===== config.mk =====
export PLATFORM = sky130hd
export DESIGN_NAME = nmms_queue
export DESIGN_NICKNAME = d
export VERILOG_FILES = /design/src/nmms_pkg.sv /design/src/nmms_queue.sv
export SDC_FILE = /design/constraint.sdc
export NUM_CORES = 1
export LEC_CHECK = 0
export BUFFER_PORTS_ARGS = -buffer_cell sky130_fd_sc_hd__buf_2
export CORE_ASPECT_RATIO = 0.9
export CORE_MARGIN = 4
export CORE_UTILIZATION = 60
export DETAILED_ROUTE_END_ITERATION = 10
export PLACE_DENSITY = 0.83
export SLEW_MARGIN = 15
export SYNTH_ARGS = -nofsm -noshare
export SYNTH_HDL_FRONTEND = slang
export SYNTH_SLANG_ARGS = --single-unit

===== constraint.sdc =====
create_clock -name clk -period 7.7 [get_ports clk]
set_clock_uncertainty 0.2 [all_clocks]
set_input_delay 2.31 -clock clk [delete_from_list [all_inputs] [get_ports clk]]
set_output_delay 2.31 -clock clk [all_outputs]
set_load 0.05 [all_outputs]

===== src/nmms_pkg.sv =====
`timescale 1ns / 1ps
// Shared types, codes and constants of the neighborhood min/max scatter unit.
package nmms_pkg;

  localparam int unsigned DOF_COUNT_DEF  = 65536;
  localparam int unsigned GROUP_SIZE_DEF = 8;
  localparam int unsigned IDX_W          = 16;
  localparam int unsigned VAL_W          = 32;
  // wide enough for the largest supported group (64 members)
  localparam int unsigned CNT_W          = 7;
  localparam int unsigned BUF_ADDR_W     = 6;

  // request opcodes on the input channel
  typedef enum logic [1:0] {
    OP_LOAD   = 2'd0,
    OP_MEMBER = 2'd1,
    OP_READ   = 2'd2
  } op_t;

  // commands passed from the front end to the back end
  typedef enum logic [1:0] {
    CMD_LOAD,
    CMD_READ,
    CMD_MERGE
  } cmd_kind_t;

  typedef struct packed {
    cmd_kind_t                kind;
    logic [IDX_W-1:0]         idx;
    logic signed [VAL_W-1:0]  val_a;  // load value or group minimum
    logic signed [VAL_W-1:0]  val_b;  // load value or group maximum
    logic [CNT_W-1:0]         cnt;    // buffered indices of a merge
  } cmd_t;

  // back end status toward the front end
  typedef struct packed {
    logic                  merge_done;
    logic [BUF_ADDR_W-1:0] buf_addr;
  } bk_status_t;

  typedef enum logic [1:0] {
    BK_IDLE,
    BK_RD_WAIT,
    BK_MRG_RD,
    BK_MRG_WR
  } bk_state_t;

endpackage


===== src/nmms_queue.sv =====
`timescale 1ns / 1ps
// Short command queue between the front end and the back end.
module nmms_queue (
  input  logic           clk,
  input  logic           rst_n,
  input  logic           push_valid,
  input  nmms_pkg::cmd_t push_cmd,
  output logic           push_ready,
  output logic           pop_valid,
  output nmms_pkg::cmd_t pop_cmd,
  input  logic           pop_ready
);

  localparam int unsigned DEPTH = 4;
  localparam int unsigned PW    = $clog2(DEPTH);

  nmms_pkg::cmd_t  q_r [DEPTH];
  logic [PW-1:0]   wr_ptr_r, rd_ptr_r;
  logic [PW:0]     fill_r;
  logic            do_push, do_pop;

  assign push_ready = (fill_r != (PW + 1)'(DEPTH));
  assign pop_valid  = (fill_r != '0);
  assign pop_cmd    = q_r[rd_ptr_r];
  assign do_push    = push_valid && push_ready;
  assign do_pop     = pop_valid && pop_ready;

  // advance pointers and fill level
  always_ff @(posedge clk) begin
    if (!rst_n) begin
      wr_ptr_r <= '0;
      rd_ptr_r <= '0;
      fill_r   <= '0;
    end else begin
      if (do_push) wr_ptr_r <= wr_ptr_r + 1'b1;
      if (do_pop)  rd_ptr_r <= rd_ptr_r + 1'b1;
      if (do_push && !do_pop) begin
        fill_r <= fill_r + 1'b1;
      end else if (!do_push && do_pop) begin
        fill_r <= fill_r - 1'b1;
      end
    end
  end

  // store entries
  always_ff @(posedge clk) begin
    if (do_push) begin
      q_r[wr_ptr_r] <= push_cmd;
    end
  end

endmodule


==> impl_metrics.xml, run 1 <==
<?xml version="1.0" encoding="UTF-8"?>
<metrics>
  <group name="run_status">
    <metric name="status" unit="">finished, final reports clean</metric>
  </group>
  <group name="timing">
    <metric name="final-hold-violation-count" unit="">0</metric>
    <metric name="fmax" unit="MHz">192</metric>
    <metric name="whs" unit="ns">0.305</metric>
    <metric name="final.setup.worst_slack" unit="ns">2.48</metric>
    <metric name="setup_violators_final" unit="">0</metric>
    <metric name="period_minus_slack" unit="ns">5.22</metric>
    <metric name="rsz0062_at_grt" unit="">false</metric>
    <metric name="final.setup.tns" unit="ns">0</metric>
    <metric name="max_slew.worst_pin.slew" unit="ns">0.865</metric>
    <metric name="final_max_slew_viol_count" unit="">0</metric>
    <metric name="finalCritPeriodShare" unit="%">67.8</metric>
    <metric name="max_slew_margin" unit="%">42.3</metric>
  </group>
  <group name="layout">
    <metric name="final_layout_size_suffix_gt1_share" unit="%">44.0</metric>
    <metric name="syn_to_final_growth" unit="%">17.2</metric>
    <metric name="nets" unit="">817</metric>
    <metric name="finalCoreUtilization" unit="%">71.8</metric>
  </group>
  <group name="min_path">
    <metric name="timing.hold.worst.class" unit="">reg2reg</metric>
  </group>
  <group name="clock_network">
    <metric name="clock_tree_from_tritoncts" unit="">done</metric>
    <metric name="insertion_delay" unit="ns">0.50</metric>
    <metric name="cts.path.max_buffers" unit="">3</metric>
    <metric name="clock_tree.htree_level_count" unit="">2</metric>
    <metric name="clock_tree.root_cell" unit="">sky130_fd_sc_hd__clkbuf_16</metric>
    <metric name="cts_setup_buffers" unit="">0</metric>
    <metric name="post_cts_resized" unit="">0</metric>
    <metric name="clk_pin_slew_worst_paths" unit="ns">0.06</metric>
    <metric name="clkSinkCount" unit="">365</metric>
    <metric name="total_clock_buffers_created_by_cts" unit="">35</metric>
    <metric name="cts-hold-fix-buffers" unit="">0</metric>
  </group>
  <group name="power_and_ir_drop">
    <metric name="power.ir.vdd_worst" unit="mV">0.349</metric>
    <metric name="p_leak" unit="nW">5.21</metric>
    <metric name="powerDensity" unit="nW/um^2">380</metric>
    <metric name="power" unit="mW">5.92</metric>
  </group>
  <group name="worst_setup_path">
    <metric name="timing_worst_setup_path_type" unit="">reg2out</metric>
    <metric name="critPathLaunchType" unit="">register</metric>
    <metric name="arrival" unit="ns">2.71</metric>
    <metric name="worst_ep_required_time" unit="ns">5.19</metric>
    <metric name="worst_setup_path_end_kind" unit="">output pin</metric>
    <metric name="critical_path.max_fanout" unit="">47</metric>
  </group>
  <group name="routing">
    <metric name="drc" unit="">0</metric>
    <metric name="vias" unit="">6006</metric>
    <metric name="number_of_vias_per_cell" unit="">5.80</metric>
    <metric name="drt_first_iter_violations" unit="">393</metric>
    <metric name="drt_pre_antenna_iters" unit="">5</metric>
    <metric name="avgRoutedWirePerCell" unit="microns">23.6</metric>
    <metric name="ant_nets" unit="">0</metric>
    <metric name="wl" unit="microns">24400</metric>
  </group>
  <group name="synth">
    <metric name="netlist_instances" unit="">513</metric>
    <metric name="ys_types" unit="">24</metric>
    <metric name="ys_seq_elements" unit="">365</metric>
    <metric name="synth.avg_cell_area" unit="sq um">25.9</metric>
    <metric name="synthDominantCellAreaShare" unit="%">80.4</metric>
    <metric name="synth_largest_area_cell" unit="">sky130_fd_sc_hd__edfxtp_1</metric>
    <metric name="net_count_synth" unit="">612</metric>
    <metric name="register_area_share_after_synthesis" unit="%">81.8</metric>
    <metric name="synthesis.yosys.warnings" unit="">0</metric>
    <metric name="synth_area" unit="sq um">13300</metric>
    <metric name="synth_top_cells_by_area" unit="">sky130_fd_sc_hd__edfxtp_1 (80%), sky130_fd_sc_hd__mux4_2 (15%), sky130_fd_sc_hd__dfxtp_1 (1.4%), sky130_fd_sc_hd__ha_1 (0.47%), sky130_fd_sc_hd__and2_1 (0.38%)</metric>
  </group>
  <group name="placed_design">
    <metric name="dpl_worst_slack" unit="ns">2.92</metric>
    <metric name="dp_hpwl" unit="microns">15000</metric>
    <metric name="numPortBuffers" unit="">183</metric>
    <metric name="gp_congestion" unit="">0.703</metric>
  </group>
  <group name="grt">
    <metric name="initial_antenna_violation_count" unit="">2</metric>
    <metric name="vias_in_the_first_global_route" unit="">6453</metric>
    <metric name="grt.total_usage" unit="%">20.3</metric>
    <metric name="grt_overflow" unit="">0</metric>
    <metric name="global_route_wire_length_before_repair" unit="microns">37500</metric>
    <metric name="pin_count_of_the_biggest_net_entering_global_routing" unit="">52</metric>
  </group>
  <group name="die">
    <metric name="core_region_area" unit="sq um">21700</metric>
    <metric name="die_area" unit="sq um">24600</metric>
    <metric name="die_height" unit="microns">149</metric>
    <metric name="fp-row-count" unit="">51</metric>
    <metric name="initial_utilization" unit="%">61.3</metric>
    <metric name="fp.dieW" unit="microns">165</metric>
    <metric name="io_pins" unit="">184</metric>
  </group>
  <group name="job">
    <metric name="max-cap-violations" unit="">0</metric>
  </group>
</metrics>
[sequential cells by signal, summed over array words and instances (netlist names), named ones only]
name      flops
fill_r        3
q_r         356
rd_ptr_r      2
wr_ptr_r      2
[layout by cell type (no fill, tap or decap), drive strengths merged]
| cell type | Yosys | routed |
|---|---|---|
| clkbuf | 8 | 46 |
| nand2 | 5 | 5 |
| mux4 | 89 | 89 |
| inv | 3 | 3 |
| a21boi | 2 | 2 |
| nor2 | 1 | 1 |
| xor2 | 1 | 1 |
| dfxtp | 9 | 9 |
| fa | 1 | 1 |
| xnor2 | 3 | 3 |
| or3 | 2 | 2 |
| o31ai | 1 | 1 |
| edfxtp | 356 | 356 |
| o21ai | 1 | 1 |
| buf | 13 | 189 |
| mux2i | 3 | 3 |
| bufinv | 0 | 1 |
| ha | 5 | 5 |
| diode | 0 | 1 |
| nor2b | 1 | 1 |
| o311ai | 1 | 1 |
| and2 | 8 | 8 |
| clkinv | 0 | 15 |
[routing by layer]
metal / vias up / wire (microns) / track usage, %
met3: 40 / 2050 / 5.47
met1: 3100 / 9470 / 27.9
met5: - / 33 / 0
met2: 243 / 12500 / 33.1
met4: 4 / 424 / 5.32
li1: 2619 / - / -
[critical path, cell delays in order (launching register included)]
cell                      delay (ns)
sky130_fd_sc_hd__dfxtp_4        0.91
sky130_fd_sc_hd__buf_12         0.40
sky130_fd_sc_hd__mux4_2         0.58
sky130_fd_sc_hd__buf_2          0.23
[cell families after synthesis]
family | after synthesis | synth area share (%)
AND/OR/NAND/NOR | 17 | 0.687
XOR/XNOR | 4 | 0.264
AO/OA/AOI/OAI | 5 | 0.301
buffers and inverters | 24 | 1.04
flip-flops | 365 | 81.8
adder cells (fa/ha/maj) | 6 | 0.621
multiplexers | 92 | 15.3
[power by group]
| group | total (mW) | internal (mW) | switching [mW] |
|---|---|---|---|
| clock | 1.56 | 0.908 | 0.656 |
| combinational | 1.81 | 0.562 | 1.25 |
| sequential | 2.55 | 2.41 | 0.130 |
[synth_stat cells]
library cell and number:
sky130_fd_sc_hd__nand2_1 5, sky130_fd_sc_hd__xor2_1 1, sky130_fd_sc_hd__buf_6 1, sky130_fd_sc_hd__edfxtp_1 356
sky130_fd_sc_hd__a21boi_2 1, sky130_fd_sc_hd__dfxtp_1 9, sky130_fd_sc_hd__ha_1 5, sky130_fd_sc_hd__mux2i_1 3
sky130_fd_sc_hd__a21boi_0 1, sky130_fd_sc_hd__nor2_1 1, sky130_fd_sc_hd__fa_1 1, sky130_fd_sc_hd__and2_1 8
sky130_fd_sc_hd__o31ai_1 1, sky130_fd_sc_hd__xnor2_1 3, sky130_fd_sc_hd__mux4_2 89, sky130_fd_sc_hd__buf_2 10
sky130_fd_sc_hd__clkbuf_1 8, sky130_fd_sc_hd__o311ai_0 1, sky130_fd_sc_hd__nor2b_1 1, sky130_fd_sc_hd__buf_12 1
sky130_fd_sc_hd__inv_1 3, sky130_fd_sc_hd__or3_1 2, sky130_fd_sc_hd__buf_8 1, sky130_fd_sc_hd__o21ai_0 1
[final cells by class]
class | instances | area (sq um)
multi-input combinational | 124 | 2290
timing repair buffer | 189 | 973
fill | 1278 | 6120
clock buffer | 46 | 960
clock inverter | 16 | 91.3
inverter | 3 | 11.3
tap | 291 | 364
antenna | 1 | 2.50
sequential | 365 | 10900
[worst paths after layout]
path         depth (start not counted)                       end  slack (ns)                      from
min reg2reg                          2  wr_ptr_r[1]$_SDFFE_PN0P_        0.30  wr_ptr_r[1]$_SDFFE_PN0P_
min                                  2  wr_ptr_r[1]$_SDFFE_PN0P_        0.30  wr_ptr_r[1]$_SDFFE_PN0P_
max reg2reg                          4      q_r[1][46]$_DFFE_PP_        4.78    fill_r[0]$_SDFFE_PN0P_
max                                  3               pop_cmd[44]        2.48                  register
[stage by stage]
step	area (sq um)	instances
6_report	15600	1035
5_1_grt	15600	1034
4_1_cts	15600	1034
3_5_place_dp	14500	972
3_3_place_gp	14500	972
2_1_floorplan	13300	513
Power figures use the tool's default switching activity.
==> inputs of run 2 (changes only) <==
- ABC_AREA: unset -> 1
- CORE_UTILIZATION: 60 -> 52
- PLACE_DENSITY: 0.83 -> 0.76
- clock period: 7.7 -> 4.7 ns (I/O delays scaled with it)
==> run 2 against run 1 <==
Compared with the run above:
- sequential share of layout area down 2.0 points
- setup slack worse by 1.9 ns
- sequential cell count stayed put
- clock power is 81% higher
- hold slack better by 0.012 ns
==> impl_metrics.xml, run 2 <==
<?xml version="1.0" encoding="UTF-8"?>
<metrics>
  <group name="clock_network">
    <metric name="insertion_delay" unit="ns">0.50</metric>
    <metric name="clkSinkCount" unit="">365</metric>
    <metric name="cts_setup_buffers" unit="">0</metric>
    <metric name="clock_tree_from_tritoncts" unit="">done</metric>
    <metric name="cts.path.max_buffers" unit="">3</metric>
    <metric name="clk_pin_slew_worst_paths" unit="ns">0.06</metric>
    <metric name="total_clock_buffers_created_by_cts" unit="">37</metric>
    <metric name="clock_tree.htree_level_count" unit="">2</metric>
    <metric name="post_cts_resized" unit="">0</metric>
    <metric name="clock_tree.root_cell" unit="">sky130_fd_sc_hd__clkbuf_16</metric>
    <metric name="cts-hold-fix-buffers" unit="">0</metric>
  </group>
  <group name="layout">
    <metric name="final_layout_size_suffix_gt1_share" unit="%">22.7</metric>
    <metric name="finish.cell_count_without_fillers" unit="">1476</metric>
    <metric name="syn_to_final_growth" unit="%">17.3</metric>
    <metric name="flip_flop_count_of_the_largest_register_after_layout" unit="">356</metric>
    <metric name="largest-register" unit="">q_r</metric>
    <metric name="antenna_cells" unit="">0</metric>
    <metric name="nets" unit="">1209</metric>
    <metric name="final_common_cell" unit="">sky130_fd_sc_hd__edfxtp_1</metric>
    <metric name="layout_common_cells" unit="">sky130_fd_sc_hd__edfxtp_1 (356), sky130_fd_sc_hd__nor2_1 (188), sky130_fd_sc_hd__buf_2 (183)</metric>
    <metric name="biggestRegsByFlops" unit="">q_r x356, fill_r x3</metric>
  </group>
  <group name="timing">
    <metric name="max_slew_margin" unit="%">35.0</metric>
    <metric name="final.setup.tns" unit="ns">0</metric>
    <metric name="final-hold-violation-count" unit="">0</metric>
    <metric name="whs" unit="ns">0.317</metric>
    <metric name="finalCritPeriodShare" unit="%">87.4</metric>
    <metric name="setup_violators_final" unit="">0</metric>
    <metric name="fmax" unit="MHz">243</metric>
    <metric name="final.setup.worst_slack" unit="ns">0.592</metric>
    <metric name="rsz0062_at_grt" unit="">false</metric>
    <metric name="max_slew.worst_pin.slew" unit="ns">0.975</metric>
    <metric name="final_max_slew_viol_count" unit="">0</metric>
    <metric name="period_minus_slack" unit="ns">4.11</metric>
  </group>
  <group name="routing">
    <metric name="number_of_vias_per_cell" unit="">5.56</metric>
    <metric name="vias" unit="">8203</metric>
    <metric name="drt_pre_antenna_iters" unit="">5</metric>
    <metric name="ant_nets" unit="">0</metric>
    <metric name="drt_first_iter_violations" unit="">729</metric>
    <metric name="wl" unit="microns">28600</metric>
    <metric name="drc" unit="">0</metric>
    <metric name="avgRoutedWirePerCell" unit="microns">19.4</metric>
  </group>
  <group name="synth">
    <metric name="synth_top_family_by_area" unit="">compound AO/OA/AOI/OAI gates</metric>
    <metric name="synth.most_common_cell" unit="">sky130_fd_sc_hd__edfxtp_1</metric>
    <metric name="net_count_synth" unit="">1028</metric>
    <metric name="synthMuxAreaShare" unit="%">0</metric>
    <metric name="postSynth.topFlopCell" unit="">sky130_fd_sc_hd__edfxtp_1</metric>
    <metric name="synth_adder_area_share" unit="%">0.605</metric>
    <metric name="yosys.area_share.xor_xnor" unit="%">0.0641</metric>
    <metric name="synth_largest_area_cell" unit="">sky130_fd_sc_hd__edfxtp_1</metric>
    <metric name="ys_seq_elements" unit="">365</metric>
    <metric name="netlist_instances" unit="">929</metric>
    <metric name="synth_top_cells_by_area" unit="">sky130_fd_sc_hd__edfxtp_1 (78%), sky130_fd_sc_hd__o21ai_0 (5.4%), sky130_fd_sc_hd__nor2_1 (5.3%), sky130_fd_sc_hd__o22ai_1 (4.1%), sky130_fd_sc_hd__dfxtp_1 (1.3%)</metric>
    <metric name="async_flop_share" unit="%">0</metric>
    <metric name="synth.avg_cell_area" unit="sq um">14.7</metric>
    <metric name="synth_area" unit="sq um">13700</metric>
    <metric name="register_area_share_after_synthesis" unit="%">79.6</metric>
    <metric name="ys_types" unit="">21</metric>
    <metric name="post_synth_most_frequent_cells" unit="">sky130_fd_sc_hd__edfxtp_1 (356), sky130_fd_sc_hd__nor2_1 (192), sky130_fd_sc_hd__o21ai_0 (148)</metric>
    <metric name="synthDominantCellAreaShare" unit="%">78.3</metric>
    <metric name="synthesis.yosys.warnings" unit="">0</metric>
    <metric name="synth_compound_gate_area_share" unit="%">10.7</metric>
    <metric name="synth_simple_gate_area_share" unit="%">5.89</metric>
    <metric name="synth_edf_count" unit="">356</metric>
  </group>
  <group name="placed_design">
    <metric name="gp_congestion" unit="">0.755</metric>
    <metric name="numPortBuffers" unit="">183</metric>
    <metric name="dp_hpwl" unit="microns">16200</metric>
    <metric name="dp.cells" unit="">1413</metric>
    <metric name="dpl_worst_slack" unit="ns">1.11</metric>
  </group>
  <group name="grt">
    <metric name="global_route_wire_length_before_repair" unit="microns">44500</metric>
    <metric name="grt.total_usage" unit="%">19.6</metric>
    <metric name="pin_count_of_the_biggest_net_entering_global_routing" unit="">87</metric>
    <metric name="vias_in_the_first_global_route" unit="">8180</metric>
    <metric name="initial_antenna_violation_count" unit="">5</metric>
    <metric name="grt_overflow" unit="">0</metric>
  </group>
  <group name="min_path">
    <metric name="timing.hold.worst.class" unit="">reg2reg</metric>
  </group>
  <group name="die">
    <metric name="initial_utilization" unit="%">53.5</metric>
    <metric name="die_height" unit="microns">162</metric>
    <metric name="die_area" unit="sq um">28900</metric>
    <metric name="io_pins" unit="">184</metric>
    <metric name="fp.dieW" unit="microns">179</metric>
    <metric name="core_region_area" unit="sq um">25500</metric>
    <metric name="fp-row-count" unit="">55</metric>
  </group>
  <group name="run_status">
    <metric name="status" unit="">finished, final reports clean</metric>
  </group>
  <group name="worst_setup_path">
    <metric name="critPathLaunchType" unit="">register</metric>
    <metric name="crit_path_top_delay_cell" unit="">sky130_fd_sc_hd__buf_4</metric>
    <metric name="crit_path_cell_trace" unit="">inv_6 &gt; buf_4 &gt; o21ai_0 &gt; o22ai_1 &gt; buf_2</metric>
    <metric name="arrival" unit="ns">2.50</metric>
    <metric name="slowest_delay" unit="ns">0.47</metric>
    <metric name="worst_setup_path_end_kind" unit="">output pin</metric>
    <metric name="timing_worst_setup_path_type" unit="">reg2out</metric>
    <metric name="critical_path.max_fanout" unit="">59</metric>
    <metric name="worst_ep_required_time" unit="ns">3.09</metric>
    <metric name="critPathBufInv" unit="">3</metric>
    <metric name="top_delay_family_on_crit_path" unit="">buffers and inverters</metric>
  </group>
  <group name="job">
    <metric name="max-cap-violations" unit="">0</metric>
  </group>
  <group name="power_and_ir_drop">
    <metric name="power" unit="mW">10.1</metric>
    <metric name="power.ir.vdd_worst" unit="mV">0.462</metric>
    <metric name="powerDensity" unit="nW/um^2">629</metric>
    <metric name="p_leak" unit="nW">5.62</metric>
  </group>
</metrics>
-- run 2: cells by family (layout without fill, tap and decap cells) --
family          Yosys count  count (layout)
fa+ha+maj                 6               6
flops                   365             365
compound gates          271             271
xor+xnor                  1               1
simple gates            212             212
buf+inv                  74             279
-- run 2: tightest hold or removal path, cell delays in order (launching register included) --
cell and delay (ns):
sky130_fd_sc_hd__dfxtp_1 0.33, sky130_fd_sc_hd__nor2_1 0.10, sky130_fd_sc_hd__nor2_1 0.05
-- run 2: path summary, 6_finish.rpt --
path,slack [ns],cells past startpoint,end,start
worst max-delay path,0.59,5,pop_cmd[42],register
worst min register to register,0.32,2,wr_ptr_r[1]$_SDFFE_PN0P_,wr_ptr_r[1]$_SDFFE_PN0P_
worst max register to register,2.26,5,q_r[1][77]$_DFFE_PP_,fill_r[0]$_SDFFE_PN0P_
worst min-delay path,0.32,2,wr_ptr_r[1]$_SDFFE_PN0P_,wr_ptr_r[1]$_SDFFE_PN0P_
-- run 2: layout make-up --
cell class              instances  area, sq um
flip-flops and latches        365        10900
fillers                      1863         9510
multi-input cells             490         2390
repair buffers                200         1080
clock buffers                  48         1030
well taps                     342          428
clock inverters                15          148
inverters                      16         65.1
-- run 2: per-stage QoR --
stage	instance area, sq um	util, %
CTS	16000	62.7
global placement	14800	58.1
finish	16000	62.7
detailed placement	14800	58.1
floorplan	13700	-
global route	16000	62.7
-- run 2: per-layer routing --
layer | GRT usage [%] | up-vias | wire (microns)
li1 | - | 3844 | -
met1 | 27.0 | 4002 | 11900
met2 | 31.4 | 291 | 13600
met3 | 5.21 | 56 | 2450
met4 | 5.55 | 10 | 590
met5 | 0 | - | 66
-- run 2: power breakdown --
part	switching [mW]	leakage (nW)	internal [mW]
combinational	2.53	1.71	0.657
sequential	0.105	3.34	3.96
clock	1.12	0.573	1.70
==> inputs of run 3 (changes only) <==
- CORE_MARGIN: 4 -> unset
==> run 3 against run 2 <==
Compared with the run above:
- sequential cell count is the same
- combinational power is essentially flat
- total power shrank 0.61%
- maximum frequency grew 2.3%
- register-to-register slack lost 0.04 ns
- sequential share of layout area shrank 0.058 points
- clock power shrank 2%
- first-iteration DRC count shrank 6.0%
- critical endpoint is now pop_cmd[43]
- largest power group unchanged
==> impl_metrics.xml, run 3 (synthesized netlist as in run 2, its figures left out) <==
<?xml version="1.0" encoding="UTF-8"?>
<metrics>
  <group name="clock_network">
    <metric name="post_cts_resized" unit="">0</metric>
    <metric name="clkSinkCount" unit="">365</metric>
    <metric name="total_clock_buffers_created_by_cts" unit="">37</metric>
    <metric name="clock_tree.htree_level_count" unit="">2</metric>
    <metric name="cts_setup_buffers" unit="">0</metric>
    <metric name="clk_pin_slew_worst_paths" unit="ns">0.06</metric>
    <metric name="clock_tree.root_cell" unit="">sky130_fd_sc_hd__clkbuf_16</metric>
    <metric name="cts.path.max_buffers" unit="">3</metric>
    <metric name="clock_tree_from_tritoncts" unit="">done</metric>
    <metric name="insertion_delay" unit="ns">0.50</metric>
    <metric name="cts-hold-fix-buffers" unit="">0</metric>
  </group>
  <group name="grt">
    <metric name="pin_count_of_the_biggest_net_entering_global_routing" unit="">179</metric>
    <metric name="global_route_wire_length_before_repair" unit="microns">42800</metric>
    <metric name="grt.total_usage" unit="%">20.4</metric>
    <metric name="initial_antenna_violation_count" unit="">4</metric>
    <metric name="grt_overflow" unit="">0</metric>
    <metric name="vias_in_the_first_global_route" unit="">7967</metric>
  </group>
  <group name="power_and_ir_drop">
    <metric name="power" unit="mW">10.0</metric>
    <metric name="powerDensity" unit="nW/um^2">624</metric>
    <metric name="p_leak" unit="nW">5.63</metric>
    <metric name="power.ir.vdd_worst" unit="mV">0.676</metric>
  </group>
  <group name="layout">
    <metric name="multi_input_comb_area" unit="sq um">2390</metric>
    <metric name="regArea" unit="sq um">10900</metric>
    <metric name="fill_cells" unit="">1875</metric>
    <metric name="flip_flop_count_of_the_largest_register_after_layout" unit="">356</metric>
    <metric name="finalCoreUtilization" unit="%">63.0</metric>
    <metric name="finish.cell_count_without_fillers" unit="">1485</metric>
    <metric name="layout_common_cells" unit="">sky130_fd_sc_hd__edfxtp_1 (356), sky130_fd_sc_hd__nor2_1 (188), sky130_fd_sc_hd__buf_2 (183)</metric>
    <metric name="final_layout_size_suffix_gt1_share" unit="%">22.6</metric>
    <metric name="nets" unit="">1210</metric>
    <metric name="stdcell_area" unit="sq um">16000</metric>
    <metric name="final_common_cell" unit="">sky130_fd_sc_hd__edfxtp_1</metric>
    <metric name="biggestRegsByFlops" unit="">q_r x356, fill_r x3</metric>
    <metric name="syn_to_final_growth" unit="%">17.4</metric>
    <metric name="largest-register" unit="">q_r</metric>
  </group>
  <group name="routing">
    <metric name="ant_nets" unit="">0</metric>
    <metric name="wl" unit="microns">27600</metric>
    <metric name="drt_pre_antenna_iters" unit="">5</metric>
    <metric name="avgRoutedWirePerCell" unit="microns">18.6</metric>
    <metric name="number_of_vias_per_cell" unit="">5.48</metric>
    <metric name="drt_first_iter_violations" unit="">685</metric>
    <metric name="vias" unit="">8137</metric>
    <metric name="drc" unit="">0</metric>
  </group>
  <group name="die">
    <metric name="fp-row-count" unit="">55</metric>
    <metric name="die_area" unit="sq um">26900</metric>
    <metric name="io_pins" unit="">184</metric>
    <metric name="die_height" unit="microns">156</metric>
    <metric name="fp.dieW" unit="microns">173</metric>
    <metric name="core_region_area" unit="sq um">25500</metric>
    <metric name="initial_utilization" unit="%">53.6</metric>
  </group>
  <group name="worst_setup_path">
    <metric name="arrival" unit="ns">2.41</metric>
    <metric name="critPathLaunchType" unit="">register</metric>
    <metric name="slowest_delay" unit="ns">0.47</metric>
    <metric name="worst_ep_required_time" unit="ns">3.09</metric>
    <metric name="worst_setup_path_end_kind" unit="">output pin</metric>
    <metric name="timing_worst_setup_path_type" unit="">reg2out</metric>
    <metric name="crit_path_cell_trace" unit="">inv_6 &gt; buf_4 &gt; o21ai_0 &gt; o22ai_1 &gt; buf_2</metric>
    <metric name="top_delay_family_on_crit_path" unit="">buffers and inverters</metric>
    <metric name="critPathBufInv" unit="">3</metric>
    <metric name="crit_path_top_delay_cell" unit="">sky130_fd_sc_hd__inv_6</metric>
    <metric name="critical_path.max_fanout" unit="">87</metric>
  </group>
  <group name="timing">
    <metric name="max_slew_margin" unit="%">46.4</metric>
    <metric name="finalCritPeriodShare" unit="%">85.4</metric>
    <metric name="max_slew.worst_pin.slew" unit="ns">0.805</metric>
    <metric name="setup_violators_final" unit="">0</metric>
    <metric name="final-hold-violation-count" unit="">0</metric>
    <metric name="fmax" unit="MHz">249</metric>
    <metric name="final.setup.tns" unit="ns">0</metric>
    <metric name="rsz0062_at_grt" unit="">false</metric>
    <metric name="final.setup.worst_slack" unit="ns">0.684</metric>
    <metric name="period_minus_slack" unit="ns">4.02</metric>
    <metric name="whs" unit="ns">0.300</metric>
    <metric name="final_max_slew_viol_count" unit="">0</metric>
  </group>
  <group name="placed_design">
    <metric name="postPlaceCellArea" unit="sq um">14900</metric>
    <metric name="dp_hpwl" unit="microns">15300</metric>
    <metric name="dpl_worst_slack" unit="ns">1.21</metric>
    <metric name="dp.cells" unit="">1414</metric>
    <metric name="numPortBuffers" unit="">183</metric>
    <metric name="gp_congestion" unit="">0.741</metric>
  </group>
  <group name="run_status">
    <metric name="status" unit="">finished, final reports clean</metric>
  </group>
  <group name="min_path">
    <metric name="timing.hold.worst.class" unit="">reg2reg</metric>
  </group>
  <group name="job">
    <metric name="max-cap-violations" unit="">0</metric>
  </group>
</metrics>
[run 3: changes by cell type in the layout (fill, tap and decap cells not counted)]
cell / previous run / this run
sky130_fd_sc_hd__diode_2: 0 / 5
sky130_fd_sc_hd__clkinv_1: 7 / 10
sky130_fd_sc_hd__buf_12: 3 / 5
sky130_fd_sc_hd__clkbuf_8: 2 / 0
sky130_fd_sc_hd__clkinv_2: 3 / 5
sky130_fd_sc_hd__buf_4: 14 / 13
sky130_fd_sc_hd__bufinv_16: 3 / 2
sky130_fd_sc_hd__clkbuf_1: 7 / 8
sky130_fd_sc_hd__clkinvlp_4: 1 / 0
sky130_fd_sc_hd__inv_6: 2 / 3
[run 3: report_power, final]
part	internal (mW)	total [mW]	switching (mW)
clock	1.62	2.76	1.14
sequential	3.96	4.05	0.0958
combinational	0.671	3.20	2.53
[run 3: final cells by class]
class                      count  share of cell area [%]
antenna                        5                  0.0780
multi-input combinational    490                    14.9
timing repair buffer         201                    6.95
clock inverter                19                   0.874
sequential                   365                    67.8
tap                          342                    2.67
clock buffer                  47                    6.27
inverter                      16                   0.406
[run 3: path summary, 6_finish.rpt]
| check | slack [ns] | to | depth (start not counted) | start |
|---|---|---|---|---|
| max | 0.68 | pop_cmd[43] | 5 | register |
| min | 0.30 | register | 2 | rd_ptr_r[0]$_SDFFE_PN0P_ |
| max reg2reg | 2.22 | q_r[0][26]$_DFFE_PP_ | 5 | fill_r[0]$_SDFFE_PN0P_ |
| min reg2reg | 0.30 | register | 2 | rd_ptr_r[0]$_SDFFE_PN0P_ |
[run 3: worst register-to-register path: cells and delay by family, from the launching register on]
kind / cells / cell delay (ns)
flip-flops: 1 / 0.39
AND/OR/NAND/NOR: 4 / 1.16
buffers and inverters: 1 / 0.38
[run 3: layer usage]
| layer | up-vias | global-route usage (%) | routed length, microns |
|---|---|---|---|
| met3 | 40 | 5.29 | 2080 |
| met2 | 271 | 33.7 | 13300 |
| li1 | 3867 | - | - |
| met4 | 4 | 6.66 | 504 |
| met1 | 3955 | 26.5 | 11700 |
| met5 | - | 0 | 24 |
